===== src/sv/tcpq_pkg.sv =====
package tcpq_pkg;

    localparam int unsigned VALUE_W     = 32;
    localparam int unsigned OCC_W       = 5;
    localparam int unsigned IN_TDATA_W  = 40;
    localparam int unsigned OUT_TDATA_W = 40;

    localparam logic signed [VALUE_W-1:0] THRESHOLD_RESET = 32'sd60;

    typedef enum logic [1:0] {
        CMD_INSERT   = 2'd0,
        CMD_PRIORITY = 2'd1,
        CMD_REMOVE   = 2'd2
    } cmd_t;

    typedef enum logic [1:0] {
        STATUS_OK    = 2'd0,
        STATUS_EMPTY = 2'd1,
        STATUS_FULL  = 2'd2
    } status_t;

    // the operation that every cell carries out
    typedef enum logic [2:0] {
        CELL_HOLD,
        CELL_PRIO_INSERT,
        CELL_TAIL_INSERT,
        CELL_SHIFT_OUT,
        CELL_RECOUNT
    } cell_op_t;

    typedef struct packed {
        cell_op_t                   op;
        logic signed [VALUE_W-1:0]  ins_value;
        logic                       ins_high;
        logic signed [VALUE_W-1:0]  threshold;
    } cell_ctrl_t;

endpackage


===== src/sv/tcpq_cell.sv =====
module tcpq_cell #(
    parameter int unsigned INDEX = 0,
    parameter int unsigned CNT_W = 5
) (
    input  logic                                  clk,
    input  logic                                  rst_n,
    input  tcpq_pkg::cell_ctrl_t                  ctrl,
    input  logic [CNT_W-1:0]                      count,
    input  logic signed [tcpq_pkg::VALUE_W-1:0]   left_data,
    input  logic                                  left_run,
    input  logic signed [tcpq_pkg::VALUE_W-1:0]   right_data,
    input  logic                                  right_run,
    output logic signed [tcpq_pkg::VALUE_W-1:0]   data,
    output logic                                  run
);

    logic signed [tcpq_pkg::VALUE_W-1:0] data_reg;
    logic signed [tcpq_pkg::VALUE_W-1:0] data_next;
    logic                                run_reg;
    logic                                run_next;
    logic                                occupied;
    logic                                own_high;

    assign occupied = count > CNT_W'(INDEX);
    assign own_high = data_reg >= ctrl.threshold;

    always_comb
    begin
        data_next = data_reg;
        run_next  = run_reg;
        unique case (ctrl.op)
            tcpq_pkg::CELL_HOLD:
            begin
            end
            tcpq_pkg::CELL_PRIO_INSERT:
            begin
                // high run stays, the next cell takes the value, later ones shift
                if (!run_reg)
                begin
                    data_next = left_run ? ctrl.ins_value : left_data;
                end
                run_next = left_run;
            end
            tcpq_pkg::CELL_TAIL_INSERT:
            begin
                // cells at or past the tail are free, so they all may load
                if (!occupied)
                begin
                    data_next = ctrl.ins_value;
                end
                run_next = run_reg | (left_run & !occupied & ctrl.ins_high);
            end
            tcpq_pkg::CELL_SHIFT_OUT:
            begin
                data_next = right_data;
                run_next  = right_run;
            end
            tcpq_pkg::CELL_RECOUNT:
            begin
                run_next = left_run & own_high & occupied;
            end
            default:
            begin
            end
        endcase
    end

    always_ff @(posedge clk)
    begin
        data_reg <= data_next;
    end

    always_ff @(posedge clk or negedge rst_n)
    begin
        if (!rst_n)
        begin
            run_reg <= 1'b0;
        end
        else
        begin
            run_reg <= run_next;
        end
    end

    assign data = data_reg;
    assign run  = run_reg;

endmodule


===== src/sv/two_class_priority_queue.sv =====
// result: registered, the result beat of an accepted input beat is valid in the next cycle
// throughput: one command per cycle while the result register drains, except
// that a threshold write or the remove of a low-class head starts a recount,
// one cell per cycle along the chain; s_axis_tready is low then
// reset: async active low, clears count, high-run flags, result valid and the
// recount; threshold returns to 60, stored entries are left as they are
module two_class_priority_queue #(
    parameter int unsigned QUEUE_DEPTH = 16
) (
    input  logic                                clk,
    input  logic                                rst_n,
    // config: priority threshold
    input  logic                                cfg_wr_en,
    input  logic [tcpq_pkg::VALUE_W-1:0]        cfg_wr_data,
    // command stream
    input  logic                                s_axis_tvalid,
    output logic                                s_axis_tready,
    // [1:0] command, [33:2] item_value, [39:34] zero
    input  logic [tcpq_pkg::IN_TDATA_W-1:0]     s_axis_tdata,
    // result stream
    output logic                                m_axis_tvalid,
    input  logic                                m_axis_tready,
    // [31:0] removed_value, [32] removed_valid, [34:33] status, [39:35] occupancy
    output logic [tcpq_pkg::OUT_TDATA_W-1:0]    m_axis_tdata
);

    localparam int unsigned CNT_W = $clog2(QUEUE_DEPTH + 1);

    // ---------------------------------------------------------------
    // state
    // ---------------------------------------------------------------
    logic [CNT_W-1:0]                    count_reg;
    logic [CNT_W-1:0]                    count_next;
    logic signed [tcpq_pkg::VALUE_W-1:0] threshold_reg;
    logic [CNT_W-1:0]                    recount_reg;
    logic [CNT_W-1:0]                    recount_next;

    // result register
    logic                                out_valid_reg;
    logic                                out_valid_next;
    logic [tcpq_pkg::OUT_TDATA_W-1:0]    out_data_reg;
    logic [tcpq_pkg::OUT_TDATA_W-1:0]    out_data_next;

    // ---------------------------------------------------------------
    // input beat decode
    // ---------------------------------------------------------------
    logic                                accept;
    logic                                busy;
    logic [1:0]                          in_command;
    logic signed [tcpq_pkg::VALUE_W-1:0] in_value;
    logic                                in_high;
    logic                                full;
    logic                                empty;
    logic                                recount_start;

    tcpq_pkg::cell_ctrl_t                ctrl;

    // chain wiring: index i of the arrays is what cell i sees on its left, index i+1 is its own output
    logic signed [tcpq_pkg::VALUE_W-1:0] cell_data [QUEUE_DEPTH+1];
    logic                                cell_run  [QUEUE_DEPTH+1];

    logic signed [tcpq_pkg::VALUE_W-1:0] removed_value;
    logic                                removed_valid;
    tcpq_pkg::status_t                   status;

    assign busy          = recount_reg != '0;
    // a pending result may wait while the next beat comes in, as long as it is taken
    assign s_axis_tready = !busy && (!out_valid_reg || m_axis_tready);
    assign accept        = s_axis_tvalid && s_axis_tready;

    assign in_command = s_axis_tdata[1:0];
    assign in_value   = s_axis_tdata[tcpq_pkg::VALUE_W+1:2];
    assign in_high    = in_value >= threshold_reg;
    assign full       = count_reg == CNT_W'(QUEUE_DEPTH);
    assign empty      = count_reg == '0;

    // ---------------------------------------------------------------
    // command decode: one broadcast op to every cell
    // ---------------------------------------------------------------
    always_comb
    begin
        ctrl.op        = tcpq_pkg::CELL_HOLD;
        ctrl.ins_value = in_value;
        ctrl.ins_high  = in_high;
        ctrl.threshold = threshold_reg;
        count_next     = count_reg;
        removed_value  = '0;
        removed_valid  = 1'b0;
        status         = tcpq_pkg::STATUS_OK;
        recount_start  = 1'b0;

        if (busy)
        begin
            // high-run flags settle one cell further each cycle
            ctrl.op = tcpq_pkg::CELL_RECOUNT;
        end
        else if (accept)
        begin
            unique case (in_command)
                tcpq_pkg::CMD_INSERT,
                tcpq_pkg::CMD_PRIORITY:
                begin
                    if (full)
                    begin
                        status = tcpq_pkg::STATUS_FULL;
                    end
                    else
                    begin
                        // a low value on a priority insert goes to the tail too
                        if (in_command == tcpq_pkg::CMD_PRIORITY && in_high)
                        begin
                            ctrl.op = tcpq_pkg::CELL_PRIO_INSERT;
                        end
                        else
                        begin
                            ctrl.op = tcpq_pkg::CELL_TAIL_INSERT;
                        end
                        count_next = count_reg + 1'b1;
                    end
                end
                tcpq_pkg::CMD_REMOVE:
                begin
                    if (empty)
                    begin
                        status = tcpq_pkg::STATUS_EMPTY;
                    end
                    else
                    begin
                        ctrl.op       = tcpq_pkg::CELL_SHIFT_OUT;
                        removed_value = cell_data[1];
                        removed_valid = 1'b1;
                        count_next    = count_reg - 1'b1;
                        // popping a low-class head can start a new high run, find it again
                        recount_start = !cell_run[1];
                    end
                end
                default:
                begin
                    // unused code: nothing changes, ok result
                end
            endcase
        end
    end

    // ---------------------------------------------------------------
    // cell chain, head at cell 0
    // ---------------------------------------------------------------
    // left of the head: always "in the run", data never used there
    assign cell_data[0] = '0;
    assign cell_run[0]  = 1'b1;

    genvar gi;
    generate
        for (gi = 0; gi < QUEUE_DEPTH; gi++)
        begin : g_cell
            logic signed [tcpq_pkg::VALUE_W-1:0] right_data;
            logic                                right_run;

            if (gi == QUEUE_DEPTH - 1)
            begin : g_last
                // nothing behind the last cell: it keeps its data, leaves the run
                assign right_data = cell_data[gi+1];
                assign right_run  = 1'b0;
            end
            else
            begin : g_mid
                assign right_data = cell_data[gi+2];
                assign right_run  = cell_run[gi+2];
            end

            tcpq_cell #(
                .INDEX (gi),
                .CNT_W (CNT_W)
            ) u_cell (
                .clk        (clk),
                .rst_n      (rst_n),
                .ctrl       (ctrl),
                .count      (count_reg),
                .left_data  (cell_data[gi]),
                .left_run   (cell_run[gi]),
                .right_data (right_data),
                .right_run  (right_run),
                .data       (cell_data[gi+1]),
                .run        (cell_run[gi+1])
            );
        end
    endgenerate

    // ---------------------------------------------------------------
    // recount timer
    // ---------------------------------------------------------------
    always_comb
    begin
        recount_next = recount_reg;
        if (cfg_wr_en || recount_start)
        begin
            recount_next = CNT_W'(QUEUE_DEPTH);
        end
        else if (busy)
        begin
            recount_next = recount_reg - 1'b1;
        end
    end

    // ---------------------------------------------------------------
    // result register
    // ---------------------------------------------------------------
    always_comb
    begin
        out_valid_next = out_valid_reg;
        out_data_next  = out_data_reg;
        if (accept)
        begin
            out_valid_next = 1'b1;
            out_data_next  = {tcpq_pkg::OCC_W'(count_next), status, removed_valid,
                              removed_value};
        end
        else if (m_axis_tready)
        begin
            out_valid_next = 1'b0;
        end
    end

    always_ff @(posedge clk or negedge rst_n)
    begin
        if (!rst_n)
        begin
            count_reg     <= '0;
            threshold_reg <= tcpq_pkg::THRESHOLD_RESET;
            recount_reg   <= '0;
            out_valid_reg <= 1'b0;
        end
        else
        begin
            count_reg     <= count_next;
            recount_reg   <= recount_next;
            out_valid_reg <= out_valid_next;
            if (cfg_wr_en)
            begin
                threshold_reg <= cfg_wr_data;
            end
        end
    end

    always_ff @(posedge clk)
    begin
        out_data_reg <= out_data_next;
    end

    assign m_axis_tvalid = out_valid_reg;
    assign m_axis_tdata  = out_data_reg;

endmodule


===== config.mk =====
export PLATFORM = sky130hd
export DESIGN_NAME = two_class_priority_queue
export DESIGN_NICKNAME = d
export VERILOG_FILES = /design/src/sv/tcpq_pkg.sv /design/src/sv/tcpq_cell.sv /design/src/sv/two_class_priority_queue.sv
export SDC_FILE = /design/constraint.sdc
export NUM_CORES = 2
export LEC_CHECK = 0
export BUFFER_PORTS_ARGS = -buffer_cell sky130_fd_sc_hd__buf_2
export CAP_MARGIN = 20
export CORE_MARGIN = 5
export CORE_UTILIZATION = 64
export CTS_BUF_LIST = sky130_fd_sc_hd__clkbuf_16
export CTS_CLUSTER_DIAMETER = 200
export DETAILED_ROUTE_END_ITERATION = 10
export GPL_ROUTABILITY_DRIVEN = 0
export PLACE_DENSITY = 0.79
export SLEW_MARGIN = 20
export SYNTH_ARGS = -nofsm -noshare
export SYNTH_HDL_FRONTEND = slang
export SYNTH_HIERARCHICAL = 1
export SYNTH_SLANG_ARGS = --single-unit

===== constraint.sdc =====
create_clock -name clk -period 9.07 [get_ports clk]
set_input_delay 0.4535 -clock clk [delete_from_list [all_inputs] [get_ports clk]]
set_output_delay 0.4535 -clock clk [all_outputs]
set_load 0.02 [all_outputs]

# Yosys cells after proc, flatten, opt, wreduce, memory -nomap -nowiden

Cells that the tools add are included.
Widths: inputs -> output; s select.

Reduce and logical (&&, ||, !) cells: 51
Muxes and demuxes: 102
Add/sub/neg operators: 3
Order comparisons: 33
Bitwise gates (word level): 79
Equal/unequal tests: 39

Operators by type and width:

| cell                | number |
|---|---|
| $mux 32             | 47 |
| $pmux 32 s3         | 15 |
| $ge 32x32->1        | 17 |
| $ne 2x2->1 const B  | 32 |
| $pmux 1 s4          | 16 |
| $pmux 32 s2         | 1 |
| $and 1x1->1         | 62 |
| $reduce_and 3->1    | 16 |
| $gt 5x4->1 const B  | 8 |
| $mux 5              | 6 |
| $gt 5x3->1 const B  | 4 |
| $logic_not 1->1     | 19 |
| $or 1x1->1          | 16 |
| $gt 5x1->1 const B  | 2 |
| $gt 5x2->1 const B  | 2 |
| $mux 2              | 5 |
| $pmux 5 s2          | 1 |
| $sub 5x1->5 const B | 2 |
| $mux 1              | 8 |
| $pmux 2 s2          | 2 |
| $eq 3x2->1 const B  | 2 |
| $reduce_bool 2->1   | 3 |
| $add 5x1->5 const B | 1 |
| $eq 5x5->1 const B  | 1 |
| other kinds (15)    | 19 |

Bits of input ports: 77
Bits in registers: 611
Output and inout bits: 42

# Depth between registers and ports, before layout

Depth after elaboration: 10
Depth in mapped cells: 17

# Modules after synthesis

The synthesis kept the hierarchy.

Modules (own cells, without submodules):

| module                            | cells each | area each (um2) | sequential area each (um2) | times used |
|---|---|---|---|---|
| tcpq_cell (g_cell[11].u_cell ...) | 277        | 2442.3          | 985.9                      | 2 |
| two_class_priority_queue          | 382        | 4131.5          | 2282.2                     | 1 |
| tcpq_cell (g_cell[2].u_cell)      | 281        | 2498.6          | 985.9                      | 1 |
| tcpq_cell (g_cell[10].u_cell)     | 278        | 2497.4          | 985.9                      | 1 |
| tcpq_cell (g_cell[15].u_cell)     | 282        | 2488.6          | 985.9                      | 1 |
| tcpq_cell (g_cell[4].u_cell)      | 279        | 2477.4          | 985.9                      | 1 |
| tcpq_cell (g_cell[8].u_cell)      | 277        | 2468.6          | 985.9                      | 1 |
| tcpq_cell (g_cell[5].u_cell)      | 279        | 2457.4          | 985.9                      | 1 |
| tcpq_cell (g_cell[9].u_cell)      | 273        | 2453.6          | 985.9                      | 1 |
| tcpq_cell (g_cell[14].u_cell)     | 274        | 2451.1          | 985.9                      | 1 |
| tcpq_cell (g_cell[0].u_cell)      | 280        | 2448.6          | 985.9                      | 1 |
| tcpq_cell (g_cell[13].u_cell)     | 274        | 2448.6          | 985.9                      | 1 |
| tcpq_cell (g_cell[6].u_cell)      | 277        | 2448.6          | 985.9                      | 1 |
| tcpq_cell (g_cell[12].u_cell)     | 274        | 2444.8          | 985.9                      | 1 |
| +2 rows                           | -          | -               | -                          | - |

# Worst setup path after synthesis

No wires, ideal clock.

Kind: register to register
Start point: reg threshold_reg[21] (netlist bit)
End point: reg g_cell[2].u_cell.data_reg (netlist bit g_cell[2].u_cell/data[0]), enable pin
Setup time: 0.432 ns
Path buffers: 1
Setup slack: 1.130 ns
Data required time: 8.638 ns
Stages on the path, launching flop included: 13
Arrival time: 7.509 ns
Cell sequence: dfrtp_1 > inv_1 > ha_1 > a211oi_1 > o21ai_0 > o211ai_1 > mux2i_1 > a21oi_1 > nand3b_1 > a21oi_1 > buf_6 > o21ai_0 > a21oi_1

RTL lines:

| item                   | line                            | text |
|---|---|---|
| from (decl)            | two_class_priority_queue.sv:34  | `logic signed [tcpq_pkg::VALUE_W-1:0] threshold_reg;` |
| from (signal assigned) | two_class_priority_queue.sv:229 | `threshold_reg <= tcpq_pkg::THRESHOLD_RESET;` |
| from (signal assigned) | two_class_priority_queue.sv:240 | `threshold_reg <= cfg_wr_data;` |
| to (signal assigned)   | tcpq_cell.sv:70                 | `data_reg <= data_next;` |
| to (decl)              | tcpq_cell.sv:17                 | `logic signed [tcpq_pkg::VALUE_W-1:0] data_reg;` |

==> reports/results.tsv <==
metric	value	unit
synth_top_area_share	0.381	
layout_setup_ws	2.95	ns
rsz0062_at_grt	false	
p_per_area	157	nW/um2
arrival	6.47	ns
synth_cell_type_count	104	
netlist_area	43500	um2
root_buffer	clkbuf_16	
post-route-period-util	0.675	
cts_setup_buffers	0	
netlist_top_cells_area	edfxtp_1 (38%), ha_1 (16%), nand2_1 (11%), a22oi_1 (8.9%), inv_1 (5.3%)	
synth_top_family_by_area	compound AO/OA/AOI/OAI gates	
ys_top_cells_by_count	nand2_1 (1230), inv_1 (612), edfxtp_1 (552)	
overflow	0	
syn_inst	4810	
die_h	271	um
fp.coreArea	67300	um2
port_buffers	112	
seq_area_frac_synth	0.415	
routedWlPerCell	20.8	um
dp_slack	3.11	ns
cts_tree	done	
grt_pass1_wl	192	mm
p_leak	21.4	nW
cts_max_level	3	
numCtsBuffers	70	
synthMuxAreaShare	0.00328	
tightest_slew	2.82	ns
yosys_register_bits	611	
cts_hold_buf	1	
clock_path_buffers	3	
maxCapViolCount	0	
synth_warnings	6	
io-pin-count	119	
grt_max_degree	66	
synthXorXnorAreaFrac	0.00138	
clkSlewWorstSetupHoldPaths	0.06	ns
nets	5556	
worstSetupPathType	reg2reg	
grtUsageTotal	0.322	
holdCritPathClass	in2reg	
grt_pass1_vias	35500	
clk_latency	0.61	ns
synth_most_common_cell	nand2_1	
hpwlAfterDp	95.1	mm
setup_violations	0	
drtPass1Iterations	8	
async_flop_share	0.0966	
clockPowerShare	0.351	
yosysTopAreaCell	edfxtp_1	
synthFlopType	edfxtp_1	
ff_latch_area	18100	um2
synth_fa_ha_area_frac	0.157	
finalHoldViolCount	0	
std_cell_rows	95	
violations	slew limit	
rrSetupSlack	2.95	ns
initial_core_util	0.646	
worstPathMaxFanout	40	
design_area	47600	um2
power.net_switching	2.30	mW
place_area	45400	um2
numClockSinks	611	
dieArea	73200	um2
cts_resized	0	
multi_input_area	22800	um2
comb_power_share	0.206	
startpoint_type	register	
fill_cells	5096	
setup_tns	0	ns
synth_edf_count	552	
drt_iter0_drc	3872	
num_vias	37200	
drive_gt1_frac	0.0787	
route.detailed.drc	0	
fin_crit	6.12	ns
ant_nets	0	
switching_share	0.308	
antenna_found_initial	4	
endpoint_kind	register	
synth-compound-area-share	0.178	
share_seq_of_total_power	0.442	
drt-total-wl	122	mm
required	9.42	ns
p_int	5.15	mW
vias_per_cell	6.34	
total_power	7.45	mW
slew_headroom	-0.880	
max_freq	163	MHz
slew_violations	34	
synthSimpleGateAreaFrac	0.174	
skew	0.0180	ns
status	finished, violations left	
syn_to_final_growth	9.47	%
syn_area_per_cell	9.04	um2
largest_reg_flops	512	
peakVddDrop	0.200	mV
die-width	271	um
## worst max-delay path, stage by stage (launching register included)
cell and delay (ns):
dfrtp_1 0.84, inv_1 0.17, ha_1 0.38, nor4b_2 0.36, o2111ai_1 0.23, nand3_1 0.14
mux2i_1 0.15, a21oi_1 0.67, inv_1 0.10, buf_4 0.25, a21oi_4 0.81, buf_12 0.28
nor2b_1 0.26, and2_1 0.61, nor2_2 0.08, buf_4 0.26, nand2_1 0.12, nand2_1 0.06
## power by group through the flow
stage	Clock [mW]	Combinational, mW	Sequential (mW)
2_1_floorplan	0	0.977	3.35
3_3_place_gp	0	1.42	3.34
4_1_cts	2.65	1.51	3.29
5_1_grt	2.76	1.70	3.30
6_report	2.62	1.54	3.30
3_5_place_dp	0	1.50	3.35
## layout make-up
class / instances / share of cell area
Clock buffer: 71 / 0.0373
Timing Repair Buffer: 194 / 0.0266
Antenna cell: 5 / 0.000263
Clock inverter: 52 / 0.00558
Inverter: 613 / 0.0484
Sequential cell: 611 / 0.380
Tap cell: 873 / 0.0230
Multi-Input combinational cell: 3442 / 0.479
## kinds of logic after synthesis
kind of cell	count (synthesis)
compound gates	1127
other cells	2
flops	611
buf+inv	792
xor+xnor	6
fa+ha+maj	547
simple gates	1712
mux	13
## worst paths after layout
path	start	to	depth (start not counted)
hold reg to reg	m_axis_tvalid	m_axis_tvalid	1
setup / recovery	threshold_reg[31]	g_cell[14].u_cell/data[0]	17
min in group asynchronous	rst_n	threshold_reg[8]	2
hold / removal	cfg_wr_data[23]	threshold_reg[23]	3
setup reg to reg	threshold_reg[31]	g_cell[14].u_cell/data[0]	17
max in group asynchronous	rst_n	g_cell[8].u_cell/run	2
## layer usage
layer,up-vias,track usage,routed length [um]
li1,17600,-,-
met5,-,0,0
met2,1739,0.546,57900
met1,17600,0.426,48600
met4,0,0.126,5400
met3,258,0.0358,10300
## cell usage in the layout (no fill, tap or decap), types with 36 or more instances in the layout
master     instances
buf_4             77
dfrtp_1           55
nor2_1            62
nor3_1            36
edfxtp_1         552
and2_1            36
nand2_1         1230
o21ai_0          141
buf_2            111
ha_1             547
nand3_1           71
nand4_1          110
a22oi_1          514
clkbuf_16         71
inv_1            638
a21oi_1          227
conb_1            37
## metrics by stage
| step | hold WS [ns] | util | std cells |
|---|---|---|---|
| CTS | 0.0402 | 0.706 | 5853 |
| detailed placement | 0.551 | 0.675 | 5729 |
| global route | 0.0556 | 0.707 | 5859 |
| floorplan | 0.158 | - | 4845 |
| finish | 0.0584 | 0.707 | 5861 |
| global placement | 0.528 | 0.675 | 5729 |
(Power assumes the default switching activity.)
